--- src/sv/world_to_screen_projection_top_assert.svh ---
// ----------------------------------------------------------------------------
// world_to_screen_projection_top assertion macros
// shared property forms for the projection unit checks
// ----------------------------------------------------------------------------
`ifndef WORLD_TO_SCREEN_PROJECTION_TOP_ASSERT_SVH
`define WORLD_TO_SCREEN_PROJECTION_TOP_ASSERT_SVH

// same-cycle implication
`define WSP_ASSERT_IMP(lbl, ante, cons) \
  lbl: assert property (@(posedge clk) disable iff (!rst_n) (ante) |-> (cons)) \
    else $error("wsp assertion failed");

// next-cycle implication
`define WSP_ASSERT_NXT(lbl, ante, cons) \
  lbl: assert property (@(posedge clk) disable iff (!rst_n) (ante) |=> (cons)) \
    else $error("wsp assertion failed");

`endif

--- src/sv/wsp_pkg.sv ---
// ----------------------------------------------------------------------------
// wsp_pkg
// types, constants and helpers of the vertex projection unit
// ----------------------------------------------------------------------------
package wsp_pkg;

  localparam int FRAC_BITS = 16;
  localparam int WORD_W    = 32;
  localparam int DIM_W     = 14;
  localparam int PIX_W     = 30;
  localparam int MAT_AW    = 5;
  localparam int PROD_W    = 2 * WORD_W - FRAC_BITS;
  localparam int SUM_W     = PROD_W + 2;
  localparam int DIV_W     = WORD_W + FRAC_BITS;
  localparam int OFF_W     = FRAC_BITS + 2;
  localparam int PM_W      = OFF_W + DIM_W;
  localparam int PXE_W     = (PM_W > 32) ? PM_W : 32;
  localparam int FAR_W     = WORD_W + 10;

  localparam logic [DIM_W-1:0] WIDTH_RST  = 14'd1920;
  localparam logic [DIM_W-1:0] HEIGHT_RST = 14'd1080;

  typedef logic signed [WORD_W-1:0] word_t;
  typedef logic [31:0][WORD_W-1:0] mstore_t;

  localparam word_t FX_ONE   = word_t'(64'sd1 <<< FRAC_BITS);
  localparam word_t WORD_MAX = 32'sh7FFFFFFF;
  localparam word_t WORD_MIN = 32'sh80000000;
  localparam logic signed [FAR_W-1:0] FAR_LIM = FAR_W'(64'sd999 <<< FRAC_BITS);

  typedef enum logic {
    FUNC_LOAD  = 1'b0,
    FUNC_POINT = 1'b1
  } func_t;

  typedef enum logic {
    REG_WIDTH  = 1'b0,
    REG_HEIGHT = 1'b1
  } reg_idx_t;

  typedef struct packed {
    word_t x;
    word_t y;
    word_t z;
  } point_t;

  typedef struct packed {
    logic a_valid;
    logic b_valid;
  } hz_t;

  function automatic word_t sat32(input logic signed [SUM_W-1:0] v);
    word_t r;
    if ((&v[SUM_W-1:WORD_W-1]) || !(|v[SUM_W-1:WORD_W-1])) begin
      r = v[WORD_W-1:0];
    end else if (v[SUM_W-1]) begin
      r = WORD_MIN;
    end else begin
      r = WORD_MAX;
    end
    return r;
  endfunction

endpackage

--- src/sv/wsp_front.sv ---
// ----------------------------------------------------------------------------
// wsp_front
// request intake, matrix store and viewport registers
// ----------------------------------------------------------------------------
module wsp_front (
  input  logic                         clk,
  input  logic                         rst_n,
  input  logic                         in_valid,
  output logic                         in_ready,
  input  logic                         in_func,
  input  logic                         in_matrix_select,
  input  logic [3:0]                   in_element_index,
  input  logic signed [31:0]           in_element_value,
  input  logic signed [31:0]           in_world_x,
  input  logic signed [31:0]           in_world_y,
  input  logic signed [31:0]           in_world_z,
  input  logic                         cfg_valid,
  output logic                         cfg_ready,
  input  logic                         cfg_index,
  input  logic [wsp_pkg::DIM_W-1:0]    cfg_data,
  input  wsp_pkg::hz_t                 hz,
  input  logic                         q_full,
  input  logic                         q_empty,
  output logic                         q_push,
  output wsp_pkg::point_t              q_data,
  output wsp_pkg::mstore_t             mstore,
  output logic [wsp_pkg::DIM_W-1:0]    scr_w,
  output logic [wsp_pkg::DIM_W-1:0]    scr_h
);

  wsp_pkg::mstore_t              mstore_r;
  logic [wsp_pkg::DIM_W-1:0]     scr_w_r;
  logic [wsp_pkg::DIM_W-1:0]     scr_h_r;
  logic                          is_point;
  logic                          load_fire;
  logic [wsp_pkg::MAT_AW-1:0]    widx;

  assign is_point  = (in_func == wsp_pkg::FUNC_POINT);
  // loads wait until no queued or early-stage point still has to read a matrix
  assign in_ready  = is_point ? !q_full : (q_empty && !hz.a_valid && !hz.b_valid);
  assign q_push    = in_valid && in_ready && is_point;
  assign load_fire = in_valid && in_ready && !is_point;
  assign widx      = {in_matrix_select, in_element_index};
  assign q_data    = '{x: in_world_x, y: in_world_y, z: in_world_z};
  assign cfg_ready = 1'b1;
  assign mstore    = mstore_r;
  assign scr_w     = scr_w_r;
  assign scr_h     = scr_h_r;

  always_ff @(posedge clk) begin
    if (load_fire) begin
      mstore_r[widx] <= in_element_value;
    end
  end

  always_ff @(posedge clk) begin
    if (!rst_n) begin
      scr_w_r <= wsp_pkg::WIDTH_RST;
      scr_h_r <= wsp_pkg::HEIGHT_RST;
    end else if (cfg_valid) begin
      unique case (wsp_pkg::reg_idx_t'(cfg_index))
        wsp_pkg::REG_WIDTH:  scr_w_r <= cfg_data;
        wsp_pkg::REG_HEIGHT: scr_h_r <= cfg_data;
        default: ;
      endcase
    end
  end

endmodule

--- config.mk ---
export PLATFORM = sky130hd
export DESIGN_NAME = wsp_front
export DESIGN_NICKNAME = d
export VERILOG_FILES = /design/src/sv/world_to_screen_projection_top_assert.svh /design/src/sv/wsp_pkg.sv /design/src/sv/wsp_front.sv
export SDC_FILE = /design/constraint.sdc
export NUM_CORES = 1
export LEC_CHECK = 0
export BUFFER_PORTS_ARGS = -buffer_cell sky130_fd_sc_hd__buf_4
export CAP_MARGIN = 0
export CORE_AREA = 8 8 497 499
export DETAILED_ROUTE_END_ITERATION = 8
export DIE_AREA = 0 0 505 507
export GPL_ROUTABILITY_DRIVEN = 0
export GPL_TIMING_DRIVEN = 0
export SYNTH_ARGS = -nofsm -noshare
export SYNTH_HDL_FRONTEND = slang
export SYNTH_SLANG_ARGS = --single-unit
--- constraint.sdc ---
create_clock -name clk -period 5.1 [get_ports clk]
set_input_delay 0 -clock clk [delete_from_list [all_inputs] [get_ports clk]]
set_output_delay 0 -clock clk [all_outputs]
set_load 0.02 [all_outputs]
-- Yosys cells after proc, flatten, opt, wreduce, memory -nomap -nowiden
Cells that the tools add are included.
- logic and storage cells: 53
- bits in registers: 1052
- bits of input ports: 157
- magnitude comparators: 2
- mux-type cells: 4
- reduce and logical (&&, ||, !) cells: 12
- bitwise logic cells: 1
- operator list (operator ; count):
    bitwise mux 1024 bit ; 1
    demux 32 bit (select 5 bit) ; 1
    two-way mux 32 bit ; 1
    logical AND 1 bit ; 6
    < comparator 5 x 6 -> 1 bit, second input constant ; 1
    >= comparator 5 x 1 -> 1 bit, second input constant ; 1
    zero test 1 bit ; 4
    AND reduction 2 bit ; 2
    two-way mux 1 bit ; 1
    inverter 1 bit ; 1

-- Depth between registers and ports, before layout
- depth in word-level cells: 6
- mapped depth: 4

-- Worst setup path after synthesis
Ideal clock, no wire load.
- path kind: input -> register
- start point: input in_valid
- end point: register mstore_r, in the netlist mstore[736], enable pin
- stages: 3
- slack: 2698 ps
- library setup time: 421 ps
- data required time: 4679 ps
- data arrival time: 1981 ps
- cells stage by stage: nor2b_1 nand4_1 nor2_1
- word-level cells in the longest chain between the ends: 2
- RTL lines (item ; RTL line ; source):
    from (decl) ; wsp_front.sv:8 ; input logic in_valid,
    logical AND 1 bit (2 in a row) ; wsp_front.sv:42 ; assign load_fire = in_valid && in_ready && !is_point;
    to (signal, indexed assignment) ; wsp_front.sv:52 ; mstore_r[widx] <= in_element_value;
    to (decl) ; wsp_front.sv:31 ; wsp_pkg::mstore_t mstore_r;
Every way passes these cells.
A chain may end at the register's enable or synchronous reset.

==> results.cfg <==
[status]
outcome = completed

[sta]
setup_viol = 0
rsz0062_at_grt = no
relSlewSlack = 0.230
worstMarginPinSlew_ns = 1.15
min_period_ns = 2.47
tns_ns = 0
maxSlewViolCount = 0
fmax_mhz = 404
finalCritPeriodShare = 0.485
fin_ws_ns = 2.63
final-hold-violation-count = 0
fin_skew_ns = 0

[logic_synthesis]
ys_types = 22
synth_edf_count = 1024
ys_async_sr_fraction = 0
synthSimpleGateAreaFrac = 0.0163
ys_seq_area_frac = 0.956
synthMuxAreaShare = 0
yosys_warnings = 0
synthCells = 1297
synth_nets = 1454
yosys.area.top_type = edfxtp_1
yosys_most_used_dff = edfxtp_1
syn_avg_cell_area_um2 = 25.3
synth-seq-cells = 1052
synth_compound_area_frac = 0.00473
syn-cell-area_um2 = 32800
synth_top_family_by_area = buffers and inverters
synth_fa_ha_area_frac = 0
synth_xor_area_frac = 0
synth_top_area_frac = 0.938
yosysMostFrequentCell = edfxtp_1
synth_area_leaders = edfxtp_1, buf_4, dfxtp_1, nand2_1, a21boi_0
yosys-top-cells-count = edfxtp_1, buf_4, nand2_1, nor2_1, dfxtp_1

[detailed_routing]
drcViolationCount = 0
wirelength_um = 149000
vias = 19400
drtAntennaViolNets = 0
drtPass1Iterations = 5
initialDrtViolationCount = 1993
post_drt_wl_per_cell_um = 24.7
avgViaCountPerCell = 3.22

[die]
die_h_um = 507
num_rows = 180
start_util = 0.137
boundaryPins = 1308
die_width_um = 505
core_area_um2 = 239000
die_area_um2 = 256000

[critical_path]
arrival_ns = 2.89
path_common_cell = dlygate4sd3_1
r2r_start = scr_w[0]
r2r_slack_ns = 3.89
max_stage_delay_ns = 0.74
crit_family = buffers and inverters
worst_setup_path_end_kind = register
r2r_cells = 3
crit_chain = dlygate4sd3_1 -> buf_4 -> or3b_2 -> dlygate4sd3_1 -> nor2_4 -> buf_12
cp-start-kind = input pin
cp_num_cells = 6
timing.rr.end = scr_w[0]
worstSetupPathType = input pin to register
path_buf_inv = 4
cp_slowest_cell = dlygate4sd3_1
crit_path_max_fanout = 18
worstPathRequired_ns = 5.51

[placement]
dp_hpwl_um = 107000
numPortBuffers = 1209
place_ws_ns = 1.73
post-place-cells = 5727

[clock_tree]
post_cts_buffers = 0
cts.sinks = 1052
cts-root-buf = clkbuf_16
tritoncts = yes
clock_latency_ns = 0.74
cts_buffers = 106
htreeDepth = 3
cts-resized-gates = 0
cts.clk_slew.worst_paths_ns = 0.06
hold_buffers = 75
cts_buffer_depth = 3

[job]
cap_violations = 0

[min_path]
hold_path_depth = 3
hp-class = input pin to register
hold_path.startpoint = rst_n
holdPathEnd = scr_h[8]

[cells_and_area]
multiInputGateArea_um2 = 935
areaGrowthSynthToFinish_pct = 55.9
drive_gt1_frac = 0.548
layout.nets = 2883
fillers = 25000
fin_util = 0.214
fin_cells = 6026
ff_latch_area_um2 = 31300

[global_route]
grt_pass1_wl_um = 188000
antenna_found_initial = 48
grt_pass1_vias = 20000
grt_max_degree = 33
overflow = 0
grtUsageTotal = 0.109

[power_and_ir_drop]
p_per_area_nw_per_um2 = 352
switching_share = 0.222
vdd_drop_max_mv = 0.393
p_int_uw = 14000
switching_power_uw = 4000
power.share.clock = 0.434
pwr-share-comb = 0.038
pwr-share-seq = 0.528
leakage_uw = 0.0183
==> flip-flops by register name (all words and copies together), names as in the netlist <==
register / cells
mstore: 1024
scr_h: 14
scr_w: 14
==> layout by cell type, fill, tap and decap left out <==
cell | synthesis | final
clkinv_2 | 0 | 20
or3_1 | 1 | 1
clkinv_8 | 0 | 2
o21ai_0 | 1 | 1
edfxtp_1 | 1024 | 1024
clkinvlp_4 | 0 | 4
diode_2 | 0 | 24
nor3b_4 | 1 | 1
and2_1 | 1 | 1
buf_4 | 97 | 1306
clkinv_4 | 0 | 3
clkinv_1 | 0 | 24
buf_12 | 0 | 36
and2b_1 | 1 | 1
clkinv_16 | 0 | 4
nor2_4 | 0 | 32
nand3_1 | 10 | 10
bufinv_16 | 0 | 8
buf_8 | 0 | 1
nor2b_1 | 1 | 1
inv_6 | 0 | 8
inv_1 | 1 | 1
dfxtp_1 | 28 | 28
conb_1 | 1 | 1
buf_2 | 4 | 4
inv_8 | 0 | 3
clkbuf_16 | 0 | 107
nand2b_1 | 1 | 1
nand2_1 | 59 | 59
nand3b_1 | 3 | 3
nor2_1 | 34 | 2
dlygate4sd3_1 | 0 | 75
or3b_2 | 3 | 3
nand4b_2 | 2 | 2
nand4_1 | 1 | 1
a21boi_0 | 20 | 20
clkbuf_1 | 3 | 19
==> worst min-delay path, cell delays in order <==
cell and delay (ns):
dlygate4sd3_1 0.52, buf_2 0.17, a21boi_0 0.13
==> kinds of logic (layout without fill, tap and decap cells) <==
| kind of cell | after synthesis | count (layout) |
|---|---|---|
| AOI/OAI and AO/OA | 21 | 21 |
| other | 1 | 25 |
| and+or+nand+nor | 118 | 118 |
| DFF | 1052 | 1052 |
| buffers and inverters | 105 | 1625 |
==> power by group through the flow <==
stage | clock network, uW | logic (uW) | registers (uW)
after global routing | 8300 | 701 | 9500
after CTS | 8040 | 695 | 9510
final | 7820 | 678 | 9510
after detailed placement | 0 | 638 | 9690
after floorplan | 0 | 144 | 9720
after global placement | 0 | 623 | 9690
==> metrics by stage <==
| stage | hold WS [ns] | instance area [um^2] | total power, uW |
|---|---|---|---|
| after detailed placement | 0.199 | 46800 | 10300 |
| after CTS | 0.00668 | 51000 | 18200 |
| after floorplan | 0.0798 | 32800 | 9860 |
| after global placement | 0.200 | 45800 | 10300 |
| final | 0.139 | 51100 | 18000 |
| after global routing | 0.0761 | 51000 | 18500 |
==> worst max path at each step <==
stage,from,to,slack (ns)
2_1_floorplan,in_valid,mstore[736],2.70
3_3_place_gp,hz[0],mstore[743],-1.57
3_5_place_dp,hz[0],mstore[1014],1.73
4_1_cts,hz[0],mstore[1008],2.58
5_1_grt,in_matrix_select,mstore[330],2.60
6_report,in_matrix_select,mstore[351],2.63
==> routing by layer <==
metal  track usage  share of wire  vias up
met5             0        0.00069        -
met4        0.0497          0.047       16
met3        0.0432           0.11      293
met2         0.196           0.51     1579
met1         0.111           0.33     9592
li1              -              -     7904
==> final cells by class <==
class                           instances  share of cell area
Inverter                                1           0.0000735
Sequential cell                      1052               0.613
Buffer                                104              0.0149
Clock buffer                          123              0.0536
Antenna cell                           24             0.00118
Timing Repair Buffer                 1321               0.207
Tap cell                             3185              0.0780
Clock inverter                         76              0.0145
Multi-Input combinational cell        140              0.0183
Note: power is estimated with default switching activity, not from simulation.
