$ cat src/sv/world_to_screen_projection_top_assert.svh
// ----------------------------------------------------------------------------
// world_to_screen_projection_top assertion macros
// shared property forms for the projection unit checks
// ----------------------------------------------------------------------------
`ifndef WORLD_TO_SCREEN_PROJECTION_TOP_ASSERT_SVH
`define WORLD_TO_SCREEN_PROJECTION_TOP_ASSERT_SVH

// same-cycle implication
`define WSP_ASSERT_IMP(lbl, ante, cons) \
  lbl: assert property (@(posedge clk) disable iff (!rst_n) (ante) |-> (cons)) \
    else $error("wsp assertion failed");

// next-cycle implication
`define WSP_ASSERT_NXT(lbl, ante, cons) \
  lbl: assert property (@(posedge clk) disable iff (!rst_n) (ante) |=> (cons)) \
    else $error("wsp assertion failed");

`endif

$ cat src/sv/wsp_pkg.sv
// ----------------------------------------------------------------------------
// wsp_pkg
// types, constants and helpers of the vertex projection unit
// ----------------------------------------------------------------------------
package wsp_pkg;

  localparam int FRAC_BITS = 16;
  localparam int WORD_W    = 32;
  localparam int DIM_W     = 14;
  localparam int PIX_W     = 30;
  localparam int MAT_AW    = 5;
  localparam int PROD_W    = 2 * WORD_W - FRAC_BITS;
  localparam int SUM_W     = PROD_W + 2;
  localparam int DIV_W     = WORD_W + FRAC_BITS;
  localparam int OFF_W     = FRAC_BITS + 2;
  localparam int PM_W      = OFF_W + DIM_W;
  localparam int PXE_W     = (PM_W > 32) ? PM_W : 32;
  localparam int FAR_W     = WORD_W + 10;

  localparam logic [DIM_W-1:0] WIDTH_RST  = 14'd1920;
  localparam logic [DIM_W-1:0] HEIGHT_RST = 14'd1080;

  typedef logic signed [WORD_W-1:0] word_t;
  typedef logic [31:0][WORD_W-1:0] mstore_t;

  localparam word_t FX_ONE   = word_t'(64'sd1 <<< FRAC_BITS);
  localparam word_t WORD_MAX = 32'sh7FFFFFFF;
  localparam word_t WORD_MIN = 32'sh80000000;
  localparam logic signed [FAR_W-1:0] FAR_LIM = FAR_W'(64'sd999 <<< FRAC_BITS);

  typedef enum logic {
    FUNC_LOAD  = 1'b0,
    FUNC_POINT = 1'b1
  } func_t;

  typedef enum logic {
    REG_WIDTH  = 1'b0,
    REG_HEIGHT = 1'b1
  } reg_idx_t;

  typedef struct packed {
    word_t x;
    word_t y;
    word_t z;
  } point_t;

  typedef struct packed {
    logic a_valid;
    logic b_valid;
  } hz_t;

  function automatic word_t sat32(input logic signed [SUM_W-1:0] v);
    word_t r;
    if ((&v[SUM_W-1:WORD_W-1]) || !(|v[SUM_W-1:WORD_W-1])) begin
      r = v[WORD_W-1:0];
    end else if (v[SUM_W-1]) begin
      r = WORD_MIN;
    end else begin
      r = WORD_MAX;
    end
    return r;
  endfunction

endpackage

$ cat src/sv/wsp_queue.sv
// ----------------------------------------------------------------------------
// wsp_queue
// two-entry point queue between front and back
// ----------------------------------------------------------------------------
module wsp_queue (
  input  logic              clk,
  input  logic              rst_n,
  input  logic              push,
  input  wsp_pkg::point_t   wdata,
  input  logic              pop,
  output wsp_pkg::point_t   rdata,
  output logic              full,
  output logic              empty
);

  wsp_pkg::point_t mem_r [2];
  logic            wr_ptr_r;
  logic            rd_ptr_r;
  logic [1:0]      cnt_r;
  logic [1:0]      cnt_nxt;

  assign full  = (cnt_r == 2'd2);
  assign empty = (cnt_r == 2'd0);
  assign rdata = mem_r[rd_ptr_r];

  always_comb begin
    cnt_nxt = cnt_r;
    if (push && !pop) begin
      cnt_nxt = cnt_r + 2'd1;
    end else if (pop && !push) begin
      cnt_nxt = cnt_r - 2'd1;
    end
  end

  always_ff @(posedge clk) begin
    if (!rst_n) begin
      wr_ptr_r <= 1'b0;
      rd_ptr_r <= 1'b0;
      cnt_r    <= 2'd0;
    end else begin
      cnt_r <= cnt_nxt;
      if (push) begin
        wr_ptr_r <= !wr_ptr_r;
      end
      if (pop) begin
        rd_ptr_r <= !rd_ptr_r;
      end
    end
  end

  always_ff @(posedge clk) begin
    if (push) begin
      mem_r[wr_ptr_r] <= wdata;
    end
  end

endmodule

$ cat config.mk
export PLATFORM = sky130hd
export DESIGN_NAME = wsp_queue
export DESIGN_NICKNAME = d
export VERILOG_FILES = /design/src/sv/world_to_screen_projection_top_assert.svh /design/src/sv/wsp_pkg.sv /design/src/sv/wsp_queue.sv
export SDC_FILE = /design/constraint.sdc
export NUM_CORES = 1
export LEC_CHECK = 0
export BUFFER_PORTS_ARGS = -buffer_cell sky130_fd_sc_hd__clkbuf_2
export CORE_ASPECT_RATIO = 1.4
export CORE_MARGIN = 3
export CORE_UTILIZATION = 50
export DETAILED_ROUTE_END_ITERATION = 10
export PLACE_DENSITY = 0.82
export REMOVE_ABC_BUFFERS = 1
export SLEW_MARGIN = 20
export SYNTH_ARGS = -nofsm -noshare
export SYNTH_HDL_FRONTEND = slang
export SYNTH_SLANG_ARGS = --single-unit
$ cat constraint.sdc
create_clock -name clk -period 7.61 [get_ports clk]
set_input_delay 1.1415 -clock clk [delete_from_list [all_inputs] [get_ports clk]]
set_output_delay 1.1415 -clock clk [all_outputs]
set_load 0.005 [all_outputs]
-- Word-level counts from Yosys, hierarchy flattened
Memories as Yosys holds them, arrays and structs flattened. A register that Yosys moved wholly into a read port is not among the register bits.
Cells that the tools add are included.
- bits in writable memories: 192
- logic and storage cells: 21
- memories kept: 1
- ROM bits: 0
- register bits after elaboration: 4
- output and inout port bits: 98
- latch bits: 0
- memory list (name ; words ; width ; rd ports ; clocked after Yosys merged registers in ; wr ports ; line ; source):
    mem_r ; 2 ; 96 ; 1 ; 1 ; 1 ; wsp_queue.sv:16 ; wsp_pkg::point_t mem_r [2];
- bitwise logic cells: 0
- equality and inequality tests: 1
- multipliers: 0
- div/mod/pow operators: 0
- magnitude comparators: 0
- shift operators: 0
- multiplexer cells: 6
- reduce and logical (&&, ||, !) cells: 8
- add/subtract/negate cells: 2
- operators with widths (kind ; count):
    zero test 1 bit ; 4
    2-to-1 mux 1 bit ; 4
    2-to-1 mux 2 bit ; 2
    adder 2 x 1 -> 2 bit, second input constant ; 1
    == test 2 bit, second input constant ; 1
    logical AND 1 bit ; 2
    zero test 2 bit ; 1
    nonzero test 2 bit ; 1
    subtractor 2 x 1 -> 2 bit, second input constant ; 1

-- Logic depth before layout (Yosys ltp)
Gate-level depths: netlist of run 1.
- depth in word-level cells: 4
- mapped depth: 5
- mapped depth without buffers: 5

-- Least setup slack after synthesis of run 1
No wires, ideal clock.
- path kind: in2reg
- start: in push
- end: mem mem_r[0][0] (netlist bit), enable pin
- stages on the path: 1
- setup time: 0.563 ns
- path slack: 1.693 ns
- arrival: 5.354 ns
- cells stage by stage: nor2b_1
- word-level cells in the longest chain between the ends: 2
- ends and longest elaborated chain (what ; line ; source):
    start: declaration ; wsp_queue.sv:8 ; input logic push,
    2-to-1 mux 1 bit ; wsp_queue.sv:52 ; if (push) begin
    2-to-1 mux 1 bit (not written as such) ; wsp_queue.sv:53 ; mem_r[wr_ptr_r] <= wdata;
    end: declaration ; wsp_queue.sv:16 ;
Every way passes these cells.

==> reports/qor.json, run 1 <==
{
  "worstHoldPathType": {"value": "flip-flop to flip-flop"},
  "synth_edf_count": {"value": 192},
  "finish.instance_area": {"value": 9040, "unit": "sq um"},
  "grt.total_usage": {"value": 16.5, "unit": "%"},
  "cap_violations": {"value": 0},
  "holdPathEnd": {"value": "cnt_r[1]"},
  "finalHoldViolCount": {"value": 0},
  "synth.avg_cell_area": {"value": 22.9, "unit": "sq um"},
  "fp-row-count": {"value": 51},
  "ys_ff_latch": {"value": 197},
  "critPathArrivalTime": {"value": 2.55, "unit": "ns"},
  "final_net_count": {"value": 631},
  "criticalPathCategory": {"value": "flip-flop to primary output"},
  "worst_skew_pair.late_latency": {"value": 0.42, "unit": "ns"},
  "reg2reg_to": {"value": "mem_r[1][32]"},
  "synth.most_common_cell": {"value": "sky130_fd_sc_hd__edfxtp_1"},
  "routed_via_density": {"value": 4.99},
  "portBuffers": {"value": 197},
  "cts_setup_buffers": {"value": 0},
  "synthFlopType": {"value": "sky130_fd_sc_hd__edfxtp_1"},
  "grt_pass1_wl": {"value": 19900, "unit": "um"},
  "vias": {"value": 3630},
  "dpl.hpwl": {"value": 9220, "unit": "um"},
  "ant_nets": {"value": 0},
  "maximum_number_of_pins_on_one_net_before_global_route_repair": {"value": 62},
  "dpl_cell_area": {"value": 8470, "unit": "sq um"},
  "clock_sinks": {"value": 197},
  "routed_wire_length": {"value": 13400, "unit": "um"},
  "result_of_the_run": {"value": "completed"},
  "timing.critical_path.fanout_max": {"value": 51},
  "cellLeakagePower": {"value": 0.00353, "unit": "uW"},
  "initial_cell_density_of_the_core": {"value": 51.8, "unit": "%"},
  "fin_worst_skew": {"value": 0.00688, "unit": "ns"},
  "worstPathRequired": {"value": 6.47, "unit": "ns"},
  "gpl.final_weighted_congestion": {"value": 0.744},
  "areaGrowthSynthToFinish": {"value": 23.1, "unit": "%"},
  "post_synth_main_area_contributors": {"value": "sky130_fd_sc_hd__edfxtp_1 (79%), sky130_fd_sc_hd__mux2_2 (8.6%), sky130_fd_sc_hd__mux2_4 (8.2%), sky130_fd_sc_hd__dfxtp_1 (1.4%), sky130_fd_sc_hd__buf_12 (1.1%)"},
  "floorplan.die.height": {"value": 149, "unit": "um"},
  "synth-seq-area-share": {"value": 79.9, "unit": "%"},
  "clockRootBuffer": {"value": "sky130_fd_sc_hd__clkbuf_16"},
  "clkSlewWorstSetupHoldPaths": {"value": 0.07, "unit": "ns"},
  "cell_by_cell_trace_of_the_critical_path": {"value": "buf_4 -> mux2_2 -> clkbuf_2"},
  "period_share": {"value": 48.5, "unit": "%"},
  "wire_per_inst": {"value": 18.4, "unit": "um"},
  "boundaryPins": {"value": 198},
  "rr_startpoint": {"value": "wr_ptr_r"},
  "core_region_area": {"value": 14200, "unit": "sq um"},
  "startpoint_of_the_lowest_slack_hold_path": {"value": "cnt_r[1]"},
  "fraction_of_final_layout_cells_sized_beyond_drive_strength_1": {"value": 60.8, "unit": "%"},
  "vias_in_the_first_global_route": {"value": 3936},
  "worst_hold_path.num_cells": {"value": 2},
  "die-area": {"value": 16200, "unit": "sq um"},
  "most_used_standard_cells_in_the_synthesized_netlist": {"value": "sky130_fd_sc_hd__edfxtp_1 (192), sky130_fd_sc_hd__mux2_2 (56), sky130_fd_sc_hd__mux2_4 (40)"},
  "timing.critical_path.from_type": {"value": "flip-flop"},
  "grt_antenna_before_repair": {"value": 1},
  "setup.reg_to_reg.worst_slack": {"value": 5.56, "unit": "ns"},
  "cts.hold.buffers_added": {"value": 0},
  "fillerInstances": {"value": 1027},
  "cell_with_the_biggest_individual_delay_on_the_critical_path": {"value": "sky130_fd_sc_hd__dfxtp_4"},
  "worstPathBufferInverterCount": {"value": 2},
  "cts_made_buffers": {"value": 17},
  "post_cts_resized": {"value": 0},
  "synthArstFlopShare": {"value": 0, "unit": "%"},
  "num_antenna_cells": {"value": 0},
  "drtIter0Drc": {"value": 183},
  "pwr_per_cell_area": {"value": 260, "unit": "nW/um^2"},
  "die_width": {"value": 108, "unit": "um"},
  "synth_area": {"value": 7340, "unit": "sq um"},
  "fin_tns_setup": {"value": 0, "unit": "ns"},
  "clock_tree.buffer_depth": {"value": 2},
  "drcViolationCount": {"value": 0},
  "crit_family": {"value": "buffers and inverters"},
  "critPathMaxStageDelay": {"value": 0.78, "unit": "ns"},
  "timing.final.setup_violations": {"value": 0},
  "drv_slew": {"value": 0},
  "synthDistinctLibCells": {"value": 19},
  "relSlewSlack": {"value": 45.1, "unit": "%"},
  "synthesis.yosys.warnings": {"value": 0},
  "achievable_clock_frequency": {"value": 271, "unit": "MHz"},
  "synthDominantAreaCellType": {"value": "sky130_fd_sc_hd__edfxtp_1"},
  "period_minus_slack": {"value": 3.69, "unit": "ns"},
  "timing.reg2reg.worst_path_depth": {"value": 2},
  "fin_worst_hold_slack": {"value": 0.528, "unit": "ns"},
  "yosys.area.top_type_share": {"value": 78.5, "unit": "%"},
  "peakVddDrop": {"value": 0.183, "unit": "mV"},
  "rsz0062_at_grt": {"value": "no"},
  "clock_tree_from_tritoncts": {"value": "built"},
  "critical_path.endpoint_type": {"value": "primary output"},
  "drt_first_pass_iters": {"value": 4},
  "max_slew.worst_pin.slew": {"value": 0.824, "unit": "ns"},
  "syn_inst_count": {"value": 321},
  "residual_overflow_from_global_routing": {"value": 0},
  "number_of_h_tree_levels": {"value": 4}
}
[logic make-up (layout without fill, tap and decap cells)]
family	Yosys count	after routing	synth area share, %
buffers and inverters	12	234	1.84
muxes	96	96	16.8
xor gates and xnor gates	3	3	0.358
DFF	197	197	79.9
and+or+nand+nor	9	9	0.733
AOI/OAI and AO/OA	3	3	0.273
adders and majority gates	1	1	0.170
[final cells by class]
type / count / area, sq um / share of cell area (%)
Inverter: 1 / 3.75 / 0.0415
Timing Repair Buffer: 201 / 1020 / 11.2
Tap cell: 185 / 231 / 2.56
Clock buffer: 17 / 425 / 4.70
Clock inverter: 15 / 144 / 1.59
Sequential cell: 197 / 5870 / 64.9
Multi-Input combinational cell: 112 / 1350 / 15.0
[worst max-delay path by stage]
stage / from / slack, ns / cells past startpoint / end
global route: flip-flop / 3.76 / 3 / rdata[88]
global placement: flip-flop / 4.38 / 3 / rdata[2]
CTS: flip-flop / 3.87 / 3 / rdata[88]
finish: flip-flop / 3.92 / 3 / rdata[93]
detailed placement: flip-flop / 4.33 / 3 / rdata[88]
floorplan: push / 1.69 / 1 / mem_r[0][0]
[power by group]
part	switching, uW	leakage, uW	internal, uW	total, uW
sequential	24.7	0.00184	1250	1280
combinational	100	0.00141	125	225
clock	387	0.000275	460	847
total	512	0.00353	1840	2350
[tightest hold or removal path: cells and delay by family (launching register included)]
family | cells | cell delay [ns]
compound gates | 2 | 0.15
flops | 1 | 0.33
[stage by stage]
stage          setup slack [ns]  utilization (%)  power [uW]  cells
3_5_place_dp               4.33             59.8        1530    696
6_report                   3.92             63.8        2350    728
3_3_place_gp               4.38             59.8        1520    696
5_1_grt                    3.76             63.8        2440    728
4_1_cts                    3.87             63.8        2380    728
2_1_floorplan              1.69                -        1430    310
[routing by layer]
layer  GRT usage [%]  up-vias  share of wire [%]
li1                -     1686                  -
met1            17.3     1775                 35
met2            29.8      134                 57
met3            4.98       33                5.3
met4            7.96        2                3.0
met5               0        -              0.097
[state kept, by name, indices dropped and copies added, names as in the netlist, named ones only]
register and count:
cnt_r 2, rd_ptr_r 1, wr_ptr_r 1, mem_r 192
[layout by cell type, fill, tap and decap left out, drive strengths merged, types with 2 or more instances in the layout]
| master | count |
|---|---|
| clkbuf | 214 |
| edfxtp | 192 |
| mux2 | 96 |
| inv | 7 |
| clkinv | 6 |
| dfxtp | 5 |
| buf | 4 |
| and2 | 4 |
| nor2b | 3 |
| xor2 | 2 |
| clkinvlp | 2 |
(Power assumes the default switching activity.)
==> run 2: changes to the inputs <==
--- a/config.mk
+++ b/config.mk
@@ -5,12 +5,13 @@
 export SDC_FILE = /design/constraint.sdc
 export NUM_CORES = 1
 export LEC_CHECK = 0
+export ABC_AREA = 1
 export BUFFER_PORTS_ARGS = -buffer_cell sky130_fd_sc_hd__clkbuf_2
 export CORE_ASPECT_RATIO = 1.4
 export CORE_MARGIN = 3
-export CORE_UTILIZATION = 50
+export CORE_UTILIZATION = 47
 export DETAILED_ROUTE_END_ITERATION = 10
-export PLACE_DENSITY = 0.82
+export PLACE_DENSITY = 0.8
 export REMOVE_ABC_BUFFERS = 1
 export SLEW_MARGIN = 20
 export SYNTH_ARGS = -nofsm -noshare
==> constraint.sdc (replaced) <==
create_clock -name clk -period 3.14 [get_ports clk]
set_input_delay 0.471 -clock clk [delete_from_list [all_inputs] [get_ports clk]]
set_output_delay 0.471 -clock clk [all_outputs]
set_load 0.005 [all_outputs]
==> reports/qor.json, run 2 <==
{
  "result_of_the_run": {"value": "completed"},
  "clkSlewWorstSetupHoldPaths": {"value": 0.07, "unit": "ns", "change": "about the same"},
  "drcViolationCount": {"value": 0, "change": "unchanged"},
  "combPwrFrac": {"value": 8.6, "unit": "%", "change": "-1.0 points"},
  "worst_hold_path.num_cells": {"value": 1, "change": "-1"},
  "grt_antenna_before_repair": {"value": 0, "change": "-1"},
  "synth_area": {"value": 7360, "unit": "sq um", "change": "+0.15%"},
  "layout.cells.most_common_list": {"value": "sky130_fd_sc_hd__clkbuf_2 (197), sky130_fd_sc_hd__edfxtp_1 (192), sky130_fd_sc_hd__mux2_2 (56), sky130_fd_sc_hd__mux2_4 (40), sky130_fd_sc_hd__clkbuf_16 (17)"},
  "areaGrowthSynthToFinish": {"value": 24.8, "unit": "%"},
  "gpl.final_weighted_congestion": {"value": 0.760, "change": "+2.2%"},
  "vias_in_the_first_global_route": {"value": 4238, "change": "+7.7%"},
  "synth_edf_count": {"value": 192, "change": "unchanged"},
  "dpl.hpwl": {"value": 9500, "unit": "um", "change": "+3.1%"},
  "grt_pass1_wl": {"value": 21600, "unit": "um", "change": "+8.6%"},
  "worstHoldPathType": {"value": "input port to flip-flop"},
  "cts_setup_buffers": {"value": 0, "change": "unchanged"},
  "fillerInstances": {"value": 1140, "change": "+11%"},
  "timing.critical_path.fanout_max": {"value": 28, "change": "-45%"},
  "achievable_clock_frequency": {"value": 413, "unit": "MHz"},
  "relSlewSlack": {"value": 63.2, "unit": "%", "change": "+18 points"},
  "clock_tree_from_tritoncts": {"value": "built"},
  "sw_frac_of_total": {"value": 21.7, "unit": "%", "change": "-0.092 points"},
  "cts.hold.buffers_added": {"value": 0, "change": "unchanged"},
  "ys_ff_latch": {"value": 197, "change": "unchanged"},
  "cap_violations": {"value": 0, "change": "unchanged"},
  "maximum_number_of_pins_on_one_net_before_global_route_repair": {"value": 97, "change": "+56%"},
  "synth-seq-area-share": {"value": 79.7, "unit": "%", "change": "-0.12 points"},
  "ff_latch_area": {"value": 5870, "unit": "sq um", "change": "unchanged"},
  "clockRootBuffer": {"value": "sky130_fd_sc_hd__clkbuf_16"},
  "clock_power_share": {"value": 38.9, "unit": "%", "change": "+2.9 points"},
  "startpoint_of_the_lowest_slack_hold_path": {"value": "wdata[36]"},
  "multi_input_comb_area": {"value": 1340, "unit": "sq um", "change": "-1.3%"},
  "post_cts_resized": {"value": 0, "change": "unchanged"},
  "initial_cell_density_of_the_core": {"value": 48.4, "unit": "%", "change": "-3.4 points"},
  "worst_skew_pair.late_latency": {"value": 0.42, "unit": "ns", "change": "about the same"},
  "drt_first_pass_iters": {"value": 4, "change": "unchanged"},
  "max_reg_flops": {"value": 192, "change": "unchanged"},
  "worstPathRequired": {"value": 2.67, "unit": "ns", "change": "-3.80 ns"},
  "ant_nets": {"value": 0, "change": "unchanged"},
  "finalHoldViolCount": {"value": 0, "change": "unchanged"},
  "finalWorstSetupSlack": {"value": 0.718, "unit": "ns", "change": "-3.20 ns"},
  "critical_path.endpoint_type": {"value": "primary output"},
  "worstPathBufferInverterCount": {"value": 2, "change": "unchanged"},
  "critPathArrivalTime": {"value": 1.95, "unit": "ns", "change": "-0.60 ns"},
  "timing.critical_path.from_type": {"value": "flip-flop"},
  "synthFlopType": {"value": "sky130_fd_sc_hd__edfxtp_1"},
  "vias": {"value": 3743, "change": "+3.1%"},
  "leading_cell_type_in_the_layout_fill_and_taps_excluded": {"value": "sky130_fd_sc_hd__clkbuf_2"},
  "reg2reg_to": {"value": "mem_r[1][22]"},
  "p_int": {"value": 4610, "unit": "uW", "change": "+150%"},
  "power_share_of_the_sequential_group": {"value": 52.5, "unit": "%", "change": "-1.9 points"},
  "routed_via_density": {"value": 5.00, "change": "+0.22%"},
  "synthArstFlopShare": {"value": 0, "unit": "%", "change": "unchanged"},
  "wire_per_inst": {"value": 18.4, "unit": "um", "change": "+0.22%"},
  "rr_startpoint": {"value": "wr_ptr_r"},
  "floorplan.die.height": {"value": 154, "unit": "um", "change": "+3.1%"},
  "grt.total_usage": {"value": 16.3, "unit": "%", "change": "-0.24 points"},
  "synth.avg_cell_area": {"value": 22.0, "unit": "sq um", "change": "-3.7%"},
  "drtIter0Drc": {"value": 167, "change": "-8.7%"},
  "drv_slew": {"value": 0, "change": "unchanged"},
  "die-area": {"value": 17200, "unit": "sq um", "change": "+6.2%"},
  "max_flop_register": {"value": "mem_r"},
  "yosys.area.top_type_share": {"value": 78.4, "unit": "%", "change": "-0.12 points"},
  "holdPathEnd": {"value": "mem_r[0][36]"},
  "routed_wire_length": {"value": 13800, "unit": "um", "change": "+3.1%"},
  "timing.reg2reg.worst_path_depth": {"value": 3, "change": "+1"},
  "core_region_area": {"value": 15200, "unit": "sq um", "change": "+7.2%"},
  "syn_inst_count": {"value": 334, "change": "+4.0%"},
  "fp-row-count": {"value": 53, "change": "+3.9%"},
  "reg.largest.list": {"value": "mem_r: 192 flops, cnt_r: 2 flops"},
  "cell_by_cell_trace_of_the_critical_path": {"value": "buf_4 -> mux2_2 -> clkbuf_2"},
  "critPathMaxStageDelay": {"value": 0.63, "unit": "ns", "change": "-0.15 ns"},
  "max_slew.worst_pin.slew": {"value": 0.553, "unit": "ns", "change": "-0.272 ns"},
  "placement.setup.worst_slack": {"value": 1.13, "unit": "ns", "change": "-3.20 ns"},
  "residual_overflow_from_global_routing": {"value": 0, "change": "unchanged"},
  "die_width": {"value": 112, "unit": "um", "change": "+3.0%"},
  "synthesis.yosys.warnings": {"value": 0, "change": "unchanged"},
  "cell_with_the_biggest_individual_delay_on_the_critical_path": {"value": "sky130_fd_sc_hd__dfxtp_4"},
  "fraction_of_final_layout_cells_sized_beyond_drive_strength_1": {"value": 59.6, "unit": "%", "change": "-1.2 points"},
  "peakVddDrop": {"value": 0.427, "unit": "mV", "change": "+130%"},
  "period_share": {"value": 77.1, "unit": "%"},
  "clock_sinks": {"value": 197, "change": "unchanged"},
  "rsz0062_at_grt": {"value": "no"},
  "portBuffers": {"value": 197, "change": "unchanged"},
  "post_synth_main_area_contributors": {"value": "sky130_fd_sc_hd__edfxtp_1 (78%), sky130_fd_sc_hd__mux2_2 (8.6%), sky130_fd_sc_hd__mux2_4 (8.2%), sky130_fd_sc_hd__dfxtp_1 (1.4%), sky130_fd_sc_hd__buf_12 (1.1%)"},
  "synthDominantAreaCellType": {"value": "sky130_fd_sc_hd__edfxtp_1"},
  "number_of_h_tree_levels": {"value": 4, "change": "unchanged"},
  "finalPower": {"value": 5880, "unit": "uW", "change": "+150%"},
  "pwr_per_cell_area": {"value": 641, "unit": "nW/um^2", "change": "+150%"},
  "most_used_standard_cells_in_the_synthesized_netlist": {"value": "sky130_fd_sc_hd__edfxtp_1 (192), sky130_fd_sc_hd__mux2_2 (56), sky130_fd_sc_hd__mux2_4 (40)"},
  "period_minus_slack": {"value": 2.42, "unit": "ns"},
  "setup.reg_to_reg.worst_slack": {"value": 1.45, "unit": "ns", "change": "-4.11 ns"},
  "timing.final.setup_violations": {"value": 0, "change": "unchanged"},
  "synth.most_common_cell": {"value": "sky130_fd_sc_hd__edfxtp_1"},
  "criticalPathCategory": {"value": "flip-flop to primary output"},
  "final_net_count": {"value": 645, "change": "+2.2%"},
  "synthDistinctLibCells": {"value": 16, "change": "-3"},
  "power.net_switching": {"value": 1280, "unit": "uW", "change": "+150%"},
  "fin_worst_skew": {"value": 0.00657, "unit": "ns", "change": "-0.000311 ns"},
  "cts_made_buffers": {"value": 17, "change": "unchanged"},
  "crit_family": {"value": "flip-flops"},
  "clock_tree.buffer_depth": {"value": 2, "change": "unchanged"},
  "boundaryPins": {"value": 198, "change": "unchanged"},
  "num_antenna_cells": {"value": 0, "change": "unchanged"},
  "cellLeakagePower": {"value": 0.00362, "unit": "uW", "change": "+2.5%"}
}
==> run 2: worst reg2reg max path, stage by stage, from the launching register on <==
cell and delay, ns:
sky130_fd_sc_hd__dfxtp_1 0.39, sky130_fd_sc_hd__nand2_1 0.13, sky130_fd_sc_hd__inv_4 0.42, sky130_fd_sc_hd__buf_12 0.39
==> run 2: power groups by stage <==
stage / Combinational [uW] / Clock (uW) / Sequential [uW]
2_1_floorplan: 260 / 0 / 3170
3_3_place_gp: 501 / 0 / 3140
3_5_place_dp: 518 / 0 / 3150
4_1_cts: 522 / 2350 / 3090
5_1_grt: 554 / 2460 / 3100
6_report: 509 / 2290 / 3090
==> run 2: logic make-up (layout without fill, tap and decap cells) <==
| family | Yosys count | count (layout) | synth area share [%] |
|---|---|---|---|
| AOI/OAI and AO/OA | 2 | 2 | 0.136 |
| adders and majority gates | 1 | 1 | 0.170 |
| buffers and inverters | 19 | 242 | 2.19 |
| DFF | 197 | 197 | 79.7 |
| muxes | 96 | 96 | 16.7 |
| and+or+nand+nor | 19 | 19 | 1.02 |
==> run 2: how the worst max path moves through the flow <==
stage | to | slack, ns | depth (start not counted)
after CTS | rdata[46] | 0.67 | 3
final | rdata[10] | 0.72 | 3
after floorplan | mem_r[0][0] | -1.94 | 2
after detailed placement | rdata[46] | 1.13 | 3
after global routing | rdata[44] | 0.61 | 3
after global placement | rdata[16] | 1.17 | 3
==> run 2: final cells by class <==
cell class              count  share of cell area, %
well taps                 192                   2.62
clock inverters            15                   2.37
clock buffers              17                   4.63
flip-flops and latches    197                   63.9
multi-input cells         118                   14.6
inverters                   8                  0.354
repair buffers            202                   11.6
==> run 2: metal layers <==
metal  part of all wire, %  vias to the layer above  wire [um]  global-route usage, %
met4                   2.1                        0        295                   7.48
li1                      -                     1723          -                      -
met3                   4.4                       21        610                   3.15
met2                    59                      122       8140                   31.8
met5                     0                        -          0                      0
met1                    34                     1877       4750                   16.2
==> run 2: stage by stage <==
stage               util [%]  hold WS [ns]  cell area, sq um  instances  setup TNS [ns]
floorplan                  -         0.463              7220        323         -256.20
global placement        56.2         0.481              8540        717               0
detailed placement      56.2         0.512              8540        717               0
CTS                     60.5         0.218              9180        749               0
global route            60.5         0.219              9180        749               0
finish                  60.5         0.242              9180        749               0
==> run 3: changes to the inputs <==
--- a/config.mk
+++ b/config.mk
@@ -9,9 +9,9 @@
 export BUFFER_PORTS_ARGS = -buffer_cell sky130_fd_sc_hd__clkbuf_2
 export CORE_ASPECT_RATIO = 1.4
 export CORE_MARGIN = 3
-export CORE_UTILIZATION = 47
+export CORE_UTILIZATION = 50
 export DETAILED_ROUTE_END_ITERATION = 10
-export PLACE_DENSITY = 0.8
+export PLACE_DENSITY = 0.82
 export REMOVE_ABC_BUFFERS = 1
 export SLEW_MARGIN = 20
 export SYNTH_ARGS = -nofsm -noshare
==> constraint.sdc (replaced) <==
create_clock -name clk -period 2.25 [get_ports clk]
set_input_delay 0.3375 -clock clk [delete_from_list [all_inputs] [get_ports clk]]
set_output_delay 0.3375 -clock clk [all_outputs]
set_load 0.005 [all_outputs]
==> reports/qor.json, run 3 (same netlist as run 2, synthesis figures left out) <==
{
  "fillerInstances": {"value": 1026, "change": "-10%"},
  "period_share": {"value": 92.4, "unit": "%"},
  "dpl.hpwl": {"value": 9360, "unit": "um", "change": "-1.5%"},
  "initial_cell_density_of_the_core": {"value": 51.9, "unit": "%", "change": "+3.5 points"},
  "timing.critical_path.from_type": {"value": "flip-flop"},
  "timing.final.setup_violations": {"value": 0, "change": "unchanged"},
  "drt_first_pass_iters": {"value": 4, "change": "unchanged"},
  "max_reg_flops": {"value": 192, "change": "unchanged"},
  "worstPathBufferInverterCount": {"value": 2, "change": "unchanged"},
  "criticalPathCategory": {"value": "flip-flop to primary output"},
  "worstPathRequired": {"value": 1.91, "unit": "ns", "change": "-0.76 ns"},
  "portBuffers": {"value": 197, "change": "unchanged"},
  "fp-row-count": {"value": 51, "change": "-3.8%"},
  "reg2reg_to": {"value": "mem_r[1][95]"},
  "cell_by_cell_trace_of_the_critical_path": {"value": "buf_12 -> mux2_2 -> clkbuf_2"},
  "timing.critical_path.fanout_max": {"value": 42, "change": "+50%"},
  "period_minus_slack": {"value": 2.08, "unit": "ns"},
  "critPathArrivalTime": {"value": 1.74, "unit": "ns", "change": "-0.21 ns"},
  "result_of_the_run": {"value": "completed"},
  "achievable_clock_frequency": {"value": 481, "unit": "MHz"},
  "relSlewSlack": {"value": 61.6, "unit": "%", "change": "-1.6 points"},
  "clock_tree_from_tritoncts": {"value": "built"},
  "pwr_per_cell_area": {"value": 876, "unit": "nW/um^2", "change": "+37%"},
  "gpl.final_weighted_congestion": {"value": 0.748, "change": "-1.6%"},
  "finalHoldViolCount": {"value": 0, "change": "unchanged"},
  "core_region_area": {"value": 14200, "unit": "sq um", "change": "-6.7%"},
  "wire_per_inst": {"value": 18.2, "unit": "um", "change": "-1.3%"},
  "worst_hold_path.num_cells": {"value": 1, "change": "unchanged"},
  "startpoint_of_the_lowest_slack_hold_path": {"value": "wdata[79]"},
  "rsz0062_at_grt": {"value": "no"},
  "residual_overflow_from_global_routing": {"value": 0, "change": "unchanged"},
  "grt_antenna_before_repair": {"value": 0, "change": "unchanged"},
  "placed_cells_incl_taps": {"value": 711, "change": "-0.84%"},
  "peakVddDrop": {"value": 0.628, "unit": "mV", "change": "+47%"},
  "finalCoreUtilization": {"value": 64.6, "unit": "%", "change": "+4.1 points"},
  "areaGrowthSynthToFinish": {"value": 24.4, "unit": "%"},
  "timing.reg2reg.worst_path_depth": {"value": 3, "change": "unchanged"},
  "vias_in_the_first_global_route": {"value": 4055, "change": "-4.3%"},
  "drv_slew": {"value": 0, "change": "unchanged"},
  "drcViolationCount": {"value": 0, "change": "unchanged"},
  "routed_wire_length": {"value": 13500, "unit": "um", "change": "-1.9%"},
  "clock_tree.buffer_depth": {"value": 2, "change": "unchanged"},
  "leading_cell_type_in_the_layout_fill_and_taps_excluded": {"value": "sky130_fd_sc_hd__clkbuf_2"},
  "cap_violations": {"value": 0, "change": "unchanged"},
  "ant_nets": {"value": 0, "change": "unchanged"},
  "routed_via_density": {"value": 4.98, "change": "-0.27%"},
  "die-area": {"value": 16200, "unit": "sq um", "change": "-5.7%"},
  "instances_no_fill": {"value": 744, "change": "-0.67%"},
  "holdPathEnd": {"value": "mem_r[1][79]"},
  "reg.largest.list": {"value": "mem_r: 192 flops, cnt_r: 2 flops"},
  "setup.reg_to_reg.worst_slack": {"value": 0.79, "unit": "ns", "change": "-0.66 ns"},
  "cts_made_buffers": {"value": 17, "change": "unchanged"},
  "worstHoldPathType": {"value": "input port to flip-flop"},
  "clock_sinks": {"value": 197, "change": "unchanged"},
  "fraction_of_final_layout_cells_sized_beyond_drive_strength_1": {"value": 59.2, "unit": "%", "change": "-0.39 points"},
  "die_width": {"value": 109, "unit": "um", "change": "-2.9%"},
  "max_slew.worst_pin.slew": {"value": 0.576, "unit": "ns", "change": "+0.0239 ns"},
  "cellLeakagePower": {"value": 0.00360, "unit": "uW", "change": "-0.32%"},
  "clkSlewWorstSetupHoldPaths": {"value": 0.07, "unit": "ns", "change": "about the same"},
  "fin_worst_hold_slack": {"value": 0.110, "unit": "ns", "change": "-0.132 ns"},
  "grt_pass1_wl": {"value": 20700, "unit": "um", "change": "-4.1%"},
  "critical_path.endpoint_type": {"value": "primary output"},
  "final_net_count": {"value": 647, "change": "+0.31%"},
  "floorplan.die.height": {"value": 150, "unit": "um", "change": "-2.9%"},
  "layout.cells.most_common_list": {"value": "sky130_fd_sc_hd__clkbuf_2 (197), sky130_fd_sc_hd__edfxtp_1 (192), sky130_fd_sc_hd__mux2_2 (56), sky130_fd_sc_hd__mux2_4 (40), sky130_fd_sc_hd__clkbuf_16 (17)"},
  "clockRootBuffer": {"value": "sky130_fd_sc_hd__clkbuf_16"},
  "boundaryPins": {"value": 198, "change": "unchanged"},
  "grt.total_usage": {"value": 17.1, "unit": "%", "change": "+0.76 points"},
  "drtIter0Drc": {"value": 164, "change": "-1.8%"},
  "crit_family": {"value": "flip-flops"},
  "cell_with_the_biggest_individual_delay_on_the_critical_path": {"value": "sky130_fd_sc_hd__dfxtp_4"},
  "rr_startpoint": {"value": "wr_ptr_r"},
  "worst_skew_pair.late_latency": {"value": 0.41, "unit": "ns", "change": "about the same"},
  "fin_tns_setup": {"value": 0, "unit": "ns", "change": "unchanged"},
  "number_of_h_tree_levels": {"value": 4, "change": "unchanged"},
  "num_antenna_cells": {"value": 0, "change": "unchanged"},
  "critPathMaxStageDelay": {"value": 0.49, "unit": "ns", "change": "-0.14 ns"},
  "fin_worst_skew": {"value": 0.00683, "unit": "ns", "change": "+0.000261 ns"},
  "vias": {"value": 3708, "change": "-0.94%"},
  "max_flop_register": {"value": "mem_r"},
  "maximum_number_of_pins_on_one_net_before_global_route_repair": {"value": 97, "change": "unchanged"}
}
-- run 3: power by group --
part | total, uW | switching, uW | internal, uW
Combinational | 728 | 343 | 385
Sequential | 4300 | 58.5 | 4250
Clock | 2990 | 1230 | 1760
Total | 8020 | 1630 | 6390
-- run 3: area by class of cell --
cell class	instances	area [sq um]	area share, %
clock buffer	21	440	4.81
clock inverter	11	148	1.61
inverter	8	32.5	0.356
multi-input combinational	118	1340	14.6
sequential	197	5870	64.1
tap	185	231	2.53
timing repair buffer	204	1090	11.9
-- run 3: worst max-delay path by stage --
stage / to / slack, ns / depth (start not counted)
4_1_cts: rdata[12] / 0.04 / 3
2_1_floorplan: mem_r[0][0] / -2.70 / 2
6_report: rdata[18] / 0.17 / 3
3_5_place_dp: rdata[12] / 0.49 / 3
5_1_grt: rdata[18] / 0.08 / 3
3_3_place_gp: rdata[8] / 0.55 / 3
-- run 3: through the flow --
stage | area [sq um] | power [uW] | setup WS (ns)
3_3_place_gp | 8550 | 5080 | 0.552
6_report | 9150 | 8020 | 0.172
2_1_floorplan | 7220 | 4780 | -2.70
3_5_place_dp | 8550 | 5120 | 0.488
4_1_cts | 9140 | 8100 | 0.0446
5_1_grt | 9150 | 8320 | 0.0836
-- run 3: routing by layer --
metal  vias to the layer above  GRT usage, %  share of wire, %
li1                       1726             -                 -
met1                      1826          18.6                35
met2                       131          30.8                57
met3                        25          4.32               5.2
met4                         0          7.77               3.1
met5                         -             0                 0
-- run 3: repair_timing --
action,CTS,global route
resized for setup,0,0
hold buffers,0,0
buffers inserted,0,1
hold endpoints to repair,0,0
setup endpoints to repair,0,6
